### config.mk
export PLATFORM = sky130hd
export DESIGN_NAME = clip_and_alpha_blend_pixel
export DESIGN_NICKNAME = d
export VERILOG_FILES = /design/src/rtl/cab_pkg.sv /design/src/rtl/clip_and_alpha_blend_pixel.sv /design/src/rtl/cab_cfg_regs.sv /design/src/rtl/cab_blend_lane.sv
export SDC_FILE = /design/constraint.sdc
export NUM_CORES = 2
export LEC_CHECK = 0
export BUFFER_PORTS_ARGS = -buffer_cell sky130_fd_sc_hd__buf_4
export CAP_MARGIN = 20
export CORE_MARGIN = 5
export CORE_UTILIZATION = 39
export CTS_CLUSTER_SIZE = 14
export DETAILED_ROUTE_END_ITERATION = 6
export PLACE_DENSITY = 0.62
export SLEW_MARGIN = 25
export SYNTH_ARGS = -nofsm -noshare
export SYNTH_HDL_FRONTEND = slang
export SYNTH_SLANG_ARGS = --single-unit
### constraint.sdc
create_clock -name clk -period 8.4 [get_ports clk]
set_clock_uncertainty 0.1 [all_clocks]
set_input_delay 1.68 -clock clk [delete_from_list [all_inputs] [get_ports clk]]
set_output_delay 1.68 -clock clk [all_outputs]
set_load 0.005 [all_outputs]
### src/rtl/cab_pkg.sv
`timescale 1ns / 1ps

package cab_pkg;

	localparam int unsigned COORD_W   = 16;
	localparam int unsigned PIX_W     = 32;
	localparam int unsigned CHAN_W    = 8;
	localparam int unsigned CFG_IDX_W = 3;
	localparam int unsigned CFG_DAT_W = 32;
	localparam int unsigned IN_DATA_W = 96;
	localparam int unsigned OUT_DATA_W = 40;

	localparam logic [CHAN_W-1:0] CHAN_MAX = 8'hff;

	// register indexes of the configuration channel
	typedef enum logic [CFG_IDX_W-1:0] {
		REG_CLIP_LEFT   = 3'd0,
		REG_CLIP_TOP    = 3'd1,
		REG_CLIP_RIGHT  = 3'd2,
		REG_CLIP_BOTTOM = 3'd3,
		REG_DRAW_COLOR  = 3'd4,
		REG_DRAW_MODE   = 3'd5
	} cab_reg_idx_t;

	// draw modes
	typedef enum logic {
		MODE_FILL  = 1'b0,
		MODE_IMAGE = 1'b1
	} cab_mode_t;

	typedef struct packed {
		logic signed [COORD_W-1:0] clip_left;
		logic signed [COORD_W-1:0] clip_top;
		logic signed [COORD_W-1:0] clip_right;
		logic signed [COORD_W-1:0] clip_bottom;
		logic [PIX_W-1:0]          draw_color;
		cab_mode_t                 draw_mode;
	} cab_cfg_t;

	// control shared by the three color lanes
	typedef struct packed {
		logic              en_s2;
		logic              en_s3;
		cab_mode_t         mode_s1;
		cab_mode_t         mode_s2;
		logic [CHAN_W-1:0] color_a;
		logic [CHAN_W-1:0] sa_s1;
		logic [CHAN_W-1:0] sa_s2;
	} cab_lane_ctl_t;

	function automatic logic [CHAN_W-1:0] byte_at(input logic [PIX_W-1:0] p,
			input int unsigned idx);
		byte_at = p[idx*CHAN_W +: CHAN_W];
	endfunction

endpackage

### src/rtl/clip_and_alpha_blend_pixel.sv
`timescale 1ns / 1ps

// Clip-and-blend pixel unit for an 8-bit ARGB frame buffer. One pixel beat
// enters per clock and its result leaves three register stages later: stage
// one captures the pixel with its clip test and scaled source alpha, stage two
// forms the 8x8 products of each color lane, stage three adds (fill) or applies
// the tint scale and adds (image blit). Sustained rate is one pixel per clock;
// each stage holds only while the stage behind it is full and stalled, so a
// stall on m_tready costs no beats. Pixels outside the clip rectangle, or any
// pixel while the draw color alpha is zero, return write_enable 0 and the
// destination pixel unchanged. Blended pixels keep the destination alpha.
// Configuration writes are taken every cycle and should be issued only while
// no pixel is in flight.
module clip_and_alpha_blend_pixel (
	input  logic                                clk,
	input  logic                                arst_n,
	input  logic                                s_tvalid,
	output logic                                s_tready,
	// pixel_x[15:0], pixel_y[31:16], dst_pixel[63:32], src_pixel[95:64]
	input  logic [cab_pkg::IN_DATA_W-1:0]       s_tdata,
	output logic                                m_tvalid,
	input  logic                                m_tready,
	// write_enable[0], out_pixel[32:1], zero pad[39:33]
	output logic [cab_pkg::OUT_DATA_W-1:0]      m_tdata,
	input  logic                                cfg_valid,
	output logic                                cfg_ready,
	input  logic [cab_pkg::CFG_IDX_W-1:0]       cfg_index,
	input  logic [cab_pkg::CFG_DAT_W-1:0]       cfg_data
);

	localparam int unsigned W  = cab_pkg::CHAN_W;
	localparam int unsigned PW = cab_pkg::PIX_W;
	localparam int unsigned CW = cab_pkg::COORD_W;

	cab_pkg::cab_cfg_t      cfg;
	cab_pkg::cab_lane_ctl_t ctl;

	logic signed [CW-1:0] in_x;
	logic signed [CW-1:0] in_y;
	logic [PW-1:0]        in_dst;
	logic [PW-1:0]        in_src;
	logic [W-1:0]         color_a;
	logic                 in_clip;
	logic [2*W-1:0]       sa_prod;

	logic                 v_s1, v_s2, v_s3;
	logic                 adv1, adv2, adv3;

	logic                 we_s1, we_s2, we_s3;
	logic                 full_s1, full_s2, full_s3;
	cab_pkg::cab_mode_t   mode_s1, mode_s2;
	logic [W-1:0]         sa_s1, sa_s2;
	logic [PW-1:0]        dst_s1, dst_s2, dst_s3;
	logic [PW-1:0]        src_s1;
	logic [3*W-1:0]       blend_s3;
	logic [PW-1:0]        out_pixel;

	cab_cfg_regs u_cfg (
		.clk       (clk),
		.arst_n    (arst_n),
		.cfg_valid (cfg_valid),
		.cfg_ready (cfg_ready),
		.cfg_index (cfg_index),
		.cfg_data  (cfg_data),
		.cfg       (cfg)
	);

	// unpack the input beat
	assign in_x   = s_tdata[CW-1:0];
	assign in_y   = s_tdata[2*CW-1:CW];
	assign in_dst = s_tdata[2*CW+PW-1:2*CW];
	assign in_src = s_tdata[2*CW+2*PW-1:2*CW+PW];

	assign color_a = cab_pkg::byte_at(cfg.draw_color, 3);
	assign in_clip = (in_x >= cfg.clip_left) && (in_x < cfg.clip_right)
		&& (in_y >= cfg.clip_top) && (in_y < cfg.clip_bottom);
	assign sa_prod = cab_pkg::byte_at(in_src, 3) * color_a;

	// advance a stage when it is empty or the next one moves
	assign adv3     = !v_s3 || m_tready;
	assign adv2     = !v_s2 || adv3;
	assign adv1     = !v_s1 || adv2;
	assign s_tready = adv1;

	always_ff @(posedge clk or negedge arst_n) begin
		if (!arst_n) begin
			v_s1 <= 1'b0;
			v_s2 <= 1'b0;
			v_s3 <= 1'b0;
		end else begin
			if (adv1) v_s1 <= s_tvalid;
			if (adv2) v_s2 <= v_s1;
			if (adv3) v_s3 <= v_s2;
		end
	end

	// stage one: capture pixel, clip test and scaled source alpha
	always_ff @(posedge clk) begin
		if (adv1) begin
			we_s1   <= in_clip && (color_a != '0);
			full_s1 <= (cfg.draw_mode == cab_pkg::MODE_FILL) && (color_a == cab_pkg::CHAN_MAX);
			mode_s1 <= cfg.draw_mode;
			sa_s1   <= sa_prod[2*W-1:W];
			dst_s1  <= in_dst;
			src_s1  <= in_src;
		end
	end

	// stage two: carry flags beside the lane products
	always_ff @(posedge clk) begin
		if (adv2) begin
			we_s2   <= we_s1;
			full_s2 <= full_s1;
			mode_s2 <= mode_s1;
			sa_s2   <= sa_s1;
			dst_s2  <= dst_s1;
		end
	end

	// stage three: flags for the output select
	always_ff @(posedge clk) begin
		if (adv3) begin
			we_s3   <= we_s2;
			full_s3 <= full_s2;
			dst_s3  <= dst_s2;
		end
	end

	assign ctl.en_s2   = adv2;
	assign ctl.en_s3   = adv3;
	assign ctl.mode_s1 = mode_s1;
	assign ctl.mode_s2 = mode_s2;
	assign ctl.color_a = color_a;
	assign ctl.sa_s1   = sa_s1;
	assign ctl.sa_s2   = sa_s2;

	for (genvar i = 0; i < 3; i++) begin : g_lane
		cab_blend_lane u_lane (
			.clk      (clk),
			.ctl      (ctl),
			.color_c  (cab_pkg::byte_at(cfg.draw_color, i)),
			.dst_d_s1 (cab_pkg::byte_at(dst_s1, i)),
			.src_s_s1 (cab_pkg::byte_at(src_s1, i)),
			.blend_s3 (blend_s3[i*W +: W])
		);
	end

	// pick the written pixel: untouched, plain color, or blend
	always_comb begin
		priority if (!we_s3) begin
			out_pixel = dst_s3;
		end else if (full_s3) begin
			out_pixel = cfg.draw_color;
		end else begin
			out_pixel = {dst_s3[PW-1:3*W], blend_s3};
		end
	end

	assign m_tvalid = v_s3;
	assign m_tdata  = {{(cab_pkg::OUT_DATA_W - PW - 1){1'b0}}, out_pixel, we_s3};

endmodule

### src/rtl/cab_cfg_regs.sv
`timescale 1ns / 1ps

module cab_cfg_regs (
	input  logic                              clk,
	input  logic                              arst_n,
	input  logic                              cfg_valid,
	output logic                              cfg_ready,
	input  logic [cab_pkg::CFG_IDX_W-1:0]     cfg_index,
	input  logic [cab_pkg::CFG_DAT_W-1:0]     cfg_data,
	output cab_pkg::cab_cfg_t                 cfg
);

	cab_pkg::cab_cfg_t cfg_q;

	assign cfg_ready = 1'b1;
	assign cfg      = cfg_q;

	// write the addressed register, drop writes beyond the list
	always_ff @(posedge clk or negedge arst_n) begin
		if (!arst_n) begin
			cfg_q <= '0;
		end else if (cfg_valid) begin
			unique case (cab_pkg::cab_reg_idx_t'(cfg_index))
				cab_pkg::REG_CLIP_LEFT:   cfg_q.clip_left   <= cfg_data[cab_pkg::COORD_W-1:0];
				cab_pkg::REG_CLIP_TOP:    cfg_q.clip_top    <= cfg_data[cab_pkg::COORD_W-1:0];
				cab_pkg::REG_CLIP_RIGHT:  cfg_q.clip_right  <= cfg_data[cab_pkg::COORD_W-1:0];
				cab_pkg::REG_CLIP_BOTTOM: cfg_q.clip_bottom <= cfg_data[cab_pkg::COORD_W-1:0];
				cab_pkg::REG_DRAW_COLOR:  cfg_q.draw_color  <= cfg_data[cab_pkg::PIX_W-1:0];
				cab_pkg::REG_DRAW_MODE:   cfg_q.draw_mode   <= cab_pkg::cab_mode_t'(cfg_data[0]);
				default: ;
			endcase
		end
	end

endmodule

### src/rtl/cab_blend_lane.sv
`timescale 1ns / 1ps

module cab_blend_lane (
	input  logic                           clk,
	input  cab_pkg::cab_lane_ctl_t         ctl,
	input  logic [cab_pkg::CHAN_W-1:0]     color_c,
	input  logic [cab_pkg::CHAN_W-1:0]     dst_d_s1,
	input  logic [cab_pkg::CHAN_W-1:0]     src_s_s1,
	output logic [cab_pkg::CHAN_W-1:0]     blend_s3
);

	localparam int unsigned W = cab_pkg::CHAN_W;

	logic [W-1:0]     inv_a;
	logic [2*W-1:0]   p1_s2;
	logic [2*W-1:0]   p2_s2;
	logic [3*W-1:0]   tint;
	logic [2*W:0]     fill_sum;
	logic [W:0]       img_sum;
	logic [W-1:0]     blend_d;

	// inverse alpha: scaled source alpha in image mode, color alpha in fill
	assign inv_a = (ctl.mode_s1 == cab_pkg::MODE_IMAGE) ? (cab_pkg::CHAN_MAX - ctl.sa_s1)
		: (cab_pkg::CHAN_MAX - ctl.color_a);

	// first product stage
	always_ff @(posedge clk) begin
		if (ctl.en_s2) begin
			p1_s2 <= (ctl.mode_s1 == cab_pkg::MODE_IMAGE) ? src_s_s1 * color_c
				: color_c * ctl.color_a;
			p2_s2 <= dst_d_s1 * inv_a;
		end
	end

	// finish: tint scale and sum, or plain fill sum
	assign tint     = p1_s2 * ctl.sa_s2;
	assign fill_sum = {1'b0, p1_s2} + {1'b0, p2_s2};
	assign img_sum  = {1'b0, tint[3*W-1:2*W]} + {1'b0, p2_s2[2*W-1:W]};
	assign blend_d  = (ctl.mode_s2 == cab_pkg::MODE_IMAGE) ? img_sum[W-1:0]
		: fill_sum[2*W-1:W];

	always_ff @(posedge clk) begin
		if (ctl.en_s3) begin
			blend_s3 <= blend_d;
		end
	end

endmodule

# Word level (Yosys, flattened, before mapping)
# Cells that the tools add are included.
dict set report word_totals {
  input_bits 136
  register_bits 364
  elab_cells 92
}
dict set report op_classes {
  n_mul 13
  n_reduce_logical 19
  bitwise 1
  n_eq_ne 6
  n_addsub 8
  n_mux 9
  n_lt_le_gt_ge 4
}
# operator n
set op_table {}
lappend op_table {{$mul 8x8->16} 10}
lappend op_table {{$mul 16x8->24} 3}
lappend op_table {{$mux 32} 2}
lappend op_table {{$add 16x16->16} 3}
lappend op_table {{$mux 16} 3}
lappend op_table {{$ge 16x16->1} 2}
lappend op_table {{$lt 16x16->1} 2}
lappend op_table {{$mux 8} 4}
lappend op_table {{$add 8x8->8} 3}
lappend op_table {{$sub 8x8->8 const A} 2}
lappend op_table {{$reduce_and 2->1} 6}
lappend op_table {{$eq 8x8->1 const B} 1}
lappend op_table {{$reduce_bool 8->1} 1}
lappend op_table {{$eq 3x2->1 const B} 2}
lappend op_table {{$eq 3x3->1 const B} 2}
lappend op_table {{$logic_and 1x1->1} 5}
lappend op_table {{$eq 3x1->1 const B} 1}
lappend op_table {{$logic_not 1->1} 3}
lappend op_table {{$logic_not 3->1} 1}
lappend op_table {{$logic_or 1x1->1} 3}
lappend op_table {{$not 1->1} 1}

# Depth between registers and ports, before layout
dict set report depth {
  ltp_word 5
  mapped_depth 29
}

# Cells and area by module
# Synthesis repeated with hierarchy kept, for this count alone.
dict set report hier_totals {
  cells_unflattened 4736
  hier_area_um2 47715.8
}
# mod n_inst seq_area_each_um2 area_per_inst_um2 cells_each
set modules_own_cells {}
lappend modules_own_cells {{cab_blend_lane at g_lane[0].u_lane} 1 1201.2 11802.6 1295}
lappend modules_own_cells {{cab_blend_lane at g_lane[2].u_lane} 1 1201.2 11735.0 1273}
lappend modules_own_cells {{cab_blend_lane at g_lane[1].u_lane} 1 1201.2 11727.5 1278}
lappend modules_own_cells {clip_and_alpha_blend_pixel 1 4399.2 8627.0 678}
lappend modules_own_cells {cab_cfg_regs 1 2427.3 3823.7 212}

# Worst setup path before layout
# Ideal clock, no wire load.
dict set report synth_path {
  kind {register -> register}
  startpoint {reg sa_s2[2]}
  endpoint {reg g_lane[0].u_lane.blend_s3[7] (netlist name), data pin}
  period_less_slack_ns 6.451
  required_ns 8.031
  slack_ns 1.949
  path_stages_with_launch 26
  setup_ns 0.269
  t_arrival_ns 6.082
  n_path_buf 2
  cell_sequence {edfxtp_1 > clkbuf_1 > clkbuf_1 > nand2_1 > fa_1 > fa_1 > inv_1 > fa_1 > fa_1 > ha_1 > a2111oi_2 > o31ai_1 > a21o_1 > a41o_1 > a41oi_2 > nor2b_1 > xnor2_1 > ha_1 > nand3_1 > o211ai_1 > o21ai_0 > nand2b_1 > a21oi_1 > xnor2_1 > a2111oi_0 > o41ai_1}
}
dict set report synth_between {
  elab_chain_len 3
}
# element line
set synth_rtl {}
lappend synth_rtl {{start: declaration} clip_and_alpha_blend_pixel.sv:52} ;# logic [W-1:0] sa_s1, sa_s2;
lappend synth_rtl {{start signal: assignment} clip_and_alpha_blend_pixel.sv:115} ;# sa_s2 <= sa_s1;
lappend synth_rtl {{$mul 16x8->24} cab_blend_lane.sv:36} ;# assign tint = p1_s2 * ctl.sa_s2;
lappend synth_rtl {{$add 8x8->8} cab_blend_lane.sv:38} ;# assign img_sum = {1'b0, tint[3*W-1:2*W]} + {1'b0, p2_s2[2*W-1:W]};
lappend synth_rtl {{$mux 8} cab_blend_lane.sv:39} ;# assign blend_d = (ctl.mode_s2 == cab_pkg::MODE_IMAGE) ? img_sum[W-1:0]
lappend synth_rtl {{via g_lane[0].u_lane.blend_d[7]} cab_blend_lane.sv:20} ;# logic [W-1:0] blend_d;
lappend synth_rtl {{end signal: assignment} cab_blend_lane.sv:44} ;# blend_s3 <= blend_d;
lappend synth_rtl {{end: declaration} cab_blend_lane.sv:9} ;# output logic [cab_pkg::CHAN_W-1:0] blend_s3
# The timed path passes the listed nets, and every way through them passes these cells.
# A chain may end at the register's enable or synchronous reset.

# Worst setup path in the final report
dict set report layout_path {
  startpoint {reg sa_s2[4]}
  endpoint {reg g_lane[2].u_lane.blend_s3[7] (netlist name), data pin}
}
dict set report layout_between {
  elab_chain_len 3
}
# element line
set layout_rtl {}
lappend layout_rtl {{$mul 16x8->24} cab_blend_lane.sv:36}
lappend layout_rtl {{$add 8x8->8} cab_blend_lane.sv:38}
lappend layout_rtl {{$mux 8} cab_blend_lane.sv:39}
lappend layout_rtl {{via g_lane[2].u_lane.blend_d[7]} cab_blend_lane.sv:20}
lappend layout_rtl {{end signal: assignment} cab_blend_lane.sv:44}
lappend layout_rtl {{end: declaration} cab_blend_lane.sv:9}
# The timed path passes the listed nets, and every way through them passes these cells.

==> impl_metrics.csv <==
group,metric,value,unit
clock_tree,cts_tree,"done",
floorplan,std_cell_rows,127,
clock_tree,htreeDepth,2,
yosys,async_flop_share,27.47,%
run,cap_violations,0,
cells_and_area,nNetsFinal,6290,
clock_tree,post_cts.repair.setup_buffers,0,
worst_setup_path,critPathRequiredTime,8680,ps
yosys,syn-cell-area,0.04732,mm^2
clock_tree,clk_path_buf_depth,3,
worst_setup_path,path_class,"reg -> reg",
worst_setup_path,end_kind,"flop",
route,vias,33590,
sta,max_freq,0.1392,GHz
route,routed_wl,121.1,mm
route,vias_per_cell,5.103,
clock_tree,cts_made_buffers,43,
clock_tree,path_clk_slew,70,ps
floorplan,dieArea,0.1284,mm^2
placement,hpwl,93.04,mm
route,antenna_left,0,
sta,worst_pin_slew,1039,ps
route,first_pass_iters,5,
route,remaining_drc_errors,0,
clock_tree,holdBufCountCts,0,
placement,io_buffers,170,
floorplan,initial_core_util,39.34,%
cells_and_area,final_cell_count_no_fill,6583,
yosys,synth_seq_cells,364,
sta,hold_violations,0,
sta,min_period,7182,ps
status,status,"complete, no violations",
yosys,avgSynthCellArea,9.774,um^2
floorplan,ios,179,
yosys,syn_inst,4842,
route,wl_per_cell,18.40,um
floorplan,core,0.1203,mm^2
sta,finalSetupTns,0,ps
grt,grt_max_degree,81,
cells_and_area,drive_gt1_share,7.770,%
floorplan,die_h,358.3,um
yosys,yosysWarnings,0,
sta,setup_viol,0,
floorplan,die_w,358.3,um
grt,grt_pass1_vias,35790,
clock_tree,clk_latency,600,ps
worst_setup_path,cp-start-kind,"flop",
sta,rsz0062_at_grt,"false",
clock_tree,clk_root_buffer_cell,"clkbuf_16",
worst_setup_path,reg2reg_slack,1220,ps
cells_and_area,syn_to_final_growth,9.333,%
yosys,synth_edf_count,264,
placement,gp_congestion,0.9004,
grt,grt.total_usage,19.27,%
clock_tree,cts_resized,0,
clock_tree,cts.sinks,364,
sta,slew_headroom,30.71,%
grt,grt-ovfl-total,0,
yosys,yosys_most_used_dff,"edfxtp_1",
hold_path,hp-class,"reg -> reg",
yosys,yosysSeqAreaShare,22.04,%
yosys,yosysUniqueCellTypes,69,
placement,placed_cells,6502,
worst_setup_path,cp_max_fo,27,
route,drtIter0Drc,1782,
grt,grt_first_pass_wirelength,195.0,mm
sta,slew_violations,0,
sta,fin_crit_sh,85.50,%
worst_setup_path,critPathArrivalTime,7470,ps
grt,antenna_found_initial,10,
==> registers in the layout, summed over array words and instances, names as in the netlist <==
name	flops
g_lane.u_lane.p1_s2	48
full_s1	1
dst_s2	32
mode_s2	1
sa_s1	8
full_s2	1
m_tvalid	1
g_lane.u_lane.blend_s3	24
sa_s2	8
dst_s1	32
v_s1	1
v_s2	1
u_cfg.cfg	97
g_lane.u_lane.p2_s2	48
full_s3	1
we_s1	1
mode_s1	1
we_s2	1
we_s3	1
src_s1	24
dst_s3	32
==> worst paths after layout <==
path	end	from	cells past startpoint
setup / recovery	g_lane[2].u_lane.blend_s3[7]$_DFFE_PP_	sa_s2[4]$_DFFE_PP_	23
hold / removal	dst_s3[19]$_DFFE_PP_	dst_s2[19]$_DFFE_PP_	0
setup reg to reg	g_lane[2].u_lane.blend_s3[7]$_DFFE_PP_	sa_s2[4]$_DFFE_PP_	23
hold reg to reg	dst_s3[19]$_DFFE_PP_	dst_s2[19]$_DFFE_PP_	0
max in group asynchronous	u_cfg.cfg[7]$_DFFE_PN0P_	arst_n	2
min in group asynchronous	u_cfg.cfg[44]$_DFFE_PN0P_	arst_n	1
==> synthesized netlist by cell type (all sizes together) (16+ instances only) <==
master  number  area, um^2
nand2b      21       131.4
xnor2      104       910.9
mux2        70       788.3
inv        800        3003
nor3        51       255.2
nor2       116       435.4
fa         611       12230
or3         23       143.9
nand2      578        2170
a21oi      168       840.8
mux2i       46       460.4
nand3       50       250.2
o21a        22       165.2
ha         608        7607
o21ai      121       609.3
clkbuf     152       570.6
a21o        45       337.8
edfxtp     264        7928
and3        18       112.6
dfrtp      100        2502
xor2        54       473.0
a211oi      16       120.1
nor2b       28       175.2
buf         26       132.6
nand4       21       131.4
and2       578        3616
==> cell usage in the layout, fill, tap and decap left out, drive strengths merged, types with 22 or more instances in the layout <==
cell	n
nand2	578
ha	608
clkbuf	53
xnor2	104
edfxtp	264
dfrtp	100
nor3	51
o21ai	121
and2	578
nand3	50
fa	611
a21o	45
o21a	22
xor2	54
buf	220
inv	804
a21oi	168
nor2b	28
nor2	116
mux2	70
mux2i	46
or3	23
==> cell type report <==
cell class,instances,area [um^2]
inverters,800,3003
flip-flops and latches,364,10430
clock inverters,25,197.7
well taps,1612,2017
fillers,11660,68550
repair buffers,220,1655
clock buffers,53,1155
diodes,3,7.507
multi-input cells,3506,33280
==> cells by family (layout without fill, tap and decap cells) <==
logic type               count (synthesis)  count (layout)  synth area share [%]
flip-flops                             364             364                 22.04
buffers and inverters                  978            1098                 7.831
adder cells (fa/ha/maj)               1219            1219                 41.92
multiplexers                           116             116                 2.639
AO/OA/AOI/OAI                          488             488                 6.430
AND/OR/NAND/NOR                       1517            1517                 16.20
XOR/XNOR                               158             158                 2.924
other                                    2              11               0.01587
==> critical path: stages (launching register included) <==
cell	delay [ps]
edfxtp_1	800
buf_4	430
nand2_1	110
fa_1	470
fa_1	540
inv_1	50
fa_1	510
fa_1	420
ha_1	290
a211oi_1	210
o211ai_1	120
a41o_1	300
nand3_1	110
nand2_1	90
a21o_1	220
xor2_1	150
ha_1	320
a21oi_1	230
o21bai_1	130
a2111oi_2	400
or3_1	210
a21oi_1	80
a2111o_1	420
nor3_1	250
==> metal layers <==
metal | global-route usage, % | routed length [um]
met1 | 25.51 | 52660
met2 | 31.99 | 56130
met3 | 3.708 | 8067
met4 | 6.175 | 4266
met5 | 0 | 13
==> through the flow <==
stage / util, % / worst slack [ps] / hold WS (ps) / cell area, um^2
after CTS: 43.00 / 1220 / 308.4 / 51730
after global routing: 43.01 / 829.7 / 321.6 / 51740
after floorplan: - / 1949 / 300.3 / 47350
final: 43.01 / 1218 / 311.0 / 51740
after global placement: 41.87 / 1415 / 300.9 / 50370
after detailed placement: 41.88 / 1324 / 304.5 / 50380
Power is not shown: default switching activity piles up to over one toggle a cycle in this logic, so the estimate is an artifact.
